<file path="config.mk">
export PLATFORM = sky130hd
export DESIGN_NAME = lgse_ram
export DESIGN_NICKNAME = d
export VERILOG_FILES = /design/src/sv/lgse_ram.sv
export SDC_FILE = /design/constraint.sdc
export NUM_CORES = 1
export LEC_CHECK = 0
export BUFFER_PORTS_ARGS = -buffer_cell sky130_fd_sc_hd__buf_2
export CAP_MARGIN = 25
export CORE_MARGIN = 2
export CORE_UTILIZATION = 50
export DETAILED_ROUTE_END_ITERATION = 12
export PLACE_DENSITY = 0.62
export SKIP_CTS_REPAIR_TIMING = 1
export SYNTH_ARGS = -nofsm -noshare
export SYNTH_HDL_FRONTEND = slang
export SYNTH_SLANG_ARGS = --single-unit
</file>
<file path="constraint.sdc">
create_clock -name clk -period 4.4 [get_ports clk]
set_input_delay 1.1 -clock clk [delete_from_list [all_inputs] [get_ports clk]]
set_output_delay 1.1 -clock clk [all_outputs]
set_load 0.005 [all_outputs]
</file>
<file path="src/sv/lgse_ram.sv">
// Generic single-write, single-read RAM with registered read data.
`default_nettype none
module lgse_ram #(
  parameter int WIDTH = 1,
  parameter int DEPTH = 1024
) (
  input  wire logic                     clk,
  input  wire logic                     we,
  input  wire logic [$clog2(DEPTH)-1:0] waddr,
  input  wire logic [WIDTH-1:0]         wdata,
  input  wire logic [$clog2(DEPTH)-1:0] raddr,
  output logic      [WIDTH-1:0]         rdata
);
  logic [WIDTH-1:0] mem_r [DEPTH];

  always_ff @(posedge clk) begin
    if (we) mem_r[waddr] <= wdata;
    rdata <= mem_r[raddr];
  end
endmodule
`default_nettype wire

</file>
==> results by group <==
Outcome
  – Status: completed

STA
  – Worst-margin pin slew: around 1.1 ns
  – Tcrit/Tclk final: 0.787
  – Hold Violations, Final: 0
  – Fmax: approximately 290 MHz
  – Final Setup Violations: 0
  – Setup_tns: 0 ns
  – Relative slew slack: 0.292
  – Worst Skew: ~0.020 ns
  – Fin. max-slew vios: 0
  – RSZ-0062 raised after global routing: false
  – Final Critical Period: 3.46 ns
  – Worst Hold Slack: slightly below 0.9 ns

Power and ir drop
  – Comb pwr share: 0.056
  – Seq pwr share: 0.525
  – Clock share of power: 0.419
  – Internal power: ~16 mW
  – Net switching power: 4.43 mW
  – Sw Ratio: 0.217
  – PD cells: 411 nW/um^2
  – Worst VDD drop: between 0.3 and 0.4 mV
  – Leak: 15.1 nW

Synth
  – Largest area contributor in the netlist: edfxtp_1
  – Post-synthesis simple-gate area fraction: 0.112
  – Syn Nets: 3135
  – Synthesized area: 44700 sq um
  – Post-synth top cells: nor2_1 (1036), edfxtp_1 (1024), mux4_2 (200)
  – Count of state elements after synthesis: between 1000 and 1500
  – Mean area per synthesized cell: approximately 14 sq um
  – Post-synth EDFFs: 1024
  – Yosys top cell area share: 0.689
  – Mux cell area share after synthesis: 0.137
  – Count leader, synth: nor2_1
  – Synth Area in XOR/XNOR: 0
  – Post-Synth Adder-Cell Area: 0
  – Yosys cell types: 56
  – Area fraction in compound gates after synthesis: 0.0283
  – Largest cells by area after synthesis: edfxtp_1 (69%), mux4_2 (10%), nor2_1 (8.7%)
  – Synth Warn #: 0
  – Ys flop type: edfxtp_1
  – Cells after synthesis: 3112
  – Main combinational cell family by area after synthesis: multiplexers
  – Asr flop ratio synth: 0
  – Sequential-to-total area share from yosys stat: 0.689

Worst hold path
  – Min-delay src: raddr[6]
  – Hold Path Sink: rdata
  – Hold Path Class: input pin to register
  – WHS Path Cells: 2

Setup path
  – Critical path's slowest cell: buf_4
  – Worst reg2reg endpoint: rdata
  – Critical path type: input pin to register
  – Worst Path Required: around 4.9 ns
  – Critical-path maximum fanout: 40
  – CP Launch Type: input pin
  – CP peak stage delay: 0.68 ns
  – CP arrival: around 4 ns
  – Reg2Reg Setup Slack: approximately 1.7 ns
  – CP cell instances: buf_8 -> buf_4 -> mux4_2 -> o22ai_1 -> o21ai_0 -> and4_1 -> nor4_1 -> o2111ai_1
  – Worst r2r src: mem_r[278]
  – Buf+Inv Stages, Crit Path: 2
  – Worst Reg-to-Reg Cells: 8
  – Crit end category: register
  – Largest delay share family, worst path: buffers and inverters

Floorplan
  – Core Box Area: approximately 89000 sq um
  – Initial Util: 0.505
  – Die Footprint: approximately 90000 sq um
  – I/O pins: 24
  – Die Ht: 303 um
  – Row cnt: ~110
  – Die X: slightly above 300 um

CTS
  – Root Driver: clkbuf_16
  – CTS tree: yes
  – CTS Buffer Depth: 3
  – Clk slew on worst S/H paths: roughly 0.060 ns
  – Clock Latency Late Sink: roughly 0.68 ns
  – Clock sink count: between 1000 and 1500
  – H-tree levels: 3
  – CTS buffer count: 106

Final layout
  – P&R area growth vs syn: 11.7%
  – Share of cells above drive strength 1: 0.182
  – Multi-input logic area: approximately 13000 sq um
  – Nets: about 3100
  – Sequential cell area: around 31000 sq um
  – Fillers: ~7000
  – Post-layout util: 0.563
  – Final Non-Filler Cells: roughly 4400

Place
  – Placer congestion estimate: between 0.8 and 0.9
  – Placed instance count: between 4000 and 5000
  – Final HPWL DP: between 70 and 80 mm
  – I/O Buffers: 23

Route
  – DR pass1 iterations: 7
  – ANT nets after route: 0
  – Drt total wl: 127 mm
  – Drt initial violations: between 3000 and 4000
  – Via density: 6.36
  – Vias post-DR: approximately 28000
  – Drt wl/cell: between 20 and 30 um
  – Drt drc: 0

GRT
  – Vias in the first global route: about 27000
  – First-pass GRT wire length: ~180 mm
  – Initial antenna violation count: 8
  – Grt total ovfl: 0
  – Global-route usage over all layers: 0.279
  – Largest net degree at the start of global routing: approximately 160

Job
  – Max cap viols: 0
layer usage:
metal	wire length (um)	track usage	share of wire	vias to the layer above
met3	13000	0.0461	0.10	283
met1	48900	0.392	0.39	14400
li1	-	-	-	11500
met5	25	0	0.00020	-
met2	60300	0.449	0.48	1579
met4	4670	0.0947	0.037	4
worst max path at each step:
stage	startpoint	end	slack [ns]	cells after the start
after floorplan	raddr[0]	rdata	1.03	10
after global placement	raddr[0]	rdata	0.28	8
after detailed placement	raddr[0]	rdata	0.25	9
after CTS	raddr[0]	rdata	0.95	9
after global routing	raddr[0]	rdata	0.83	10
final	raddr[0]	rdata	0.94	8
through the flow:
step | area [sq um] | total power, mW | worst slack, ns
finish | 49900 | 20.5 | 0.936
global route | 49900 | 21.0 | 0.825
CTS | 49900 | 20.6 | 0.947
detailed placement | 46600 | 12.1 | 0.252
global placement | 46600 | 12.1 | 0.280
floorplan | 44700 | 11.6 | 1.03
registers in the layout (all words and copies together) (netlist names):
register	count
mem_r	1024
rdata	1
cell type report:
class / instances / share of cell area
antenna: 2 / 0.000100
sequential: 1025 / 0.617
timing repair buffer: 192 / 0.0360
tap: 1165 / 0.0292
clock buffer: 126 / 0.0551
inverter: 6 / 0.000452
multi-input combinational: 1778 / 0.252
clock inverter: 62 / 0.0102
logic make-up (layout without fill, tap and decap cells):
kind of cell	count (synthesis)	after routing
compound gates	178	178
buf+inv	309	386
flops	1025	1025
mux	340	340
other cells	0	2
simple gates	1260	1260
layout by cell type (no fill, tap or decap), types with 19 or more instances in the layout:
cell / instances
mux4_2: 200
clkbuf_16: 107
clkbuf_1: 19
mux2i_1: 123
buf_4: 138
o22ai_1: 28
buf_2: 20
nand2_1: 80
clkinv_2: 24
nor2_1: 1035
o221ai_1: 49
nand3_2: 24
a21oi_1: 37
nor3_1: 37
clkinv_1: 23
edfxtp_1: 1024
buf_12: 30
power groups by stage:
stage	sequential, mW	combinational [mW]	clock (mW)
floorplan	11.0	0.622	0
global placement	11.0	1.11	0
detailed placement	11.0	1.13	0
CTS	10.8	1.13	8.67
global route	10.7	1.19	9.03
finish	10.8	1.14	8.59
worst register-to-register path, cell delays in order (launching register included):
cell	delay, ns
edfxtp_1	0.39
mux4_2	0.48
mux4_2	0.52
mux2i_1	0.32
o21ai_0	0.15
nor2_1	0.15
nor3_1	0.08
nor4_1	0.39
o2111ai_1	0.14
Power figures use the tool's default switching activity.
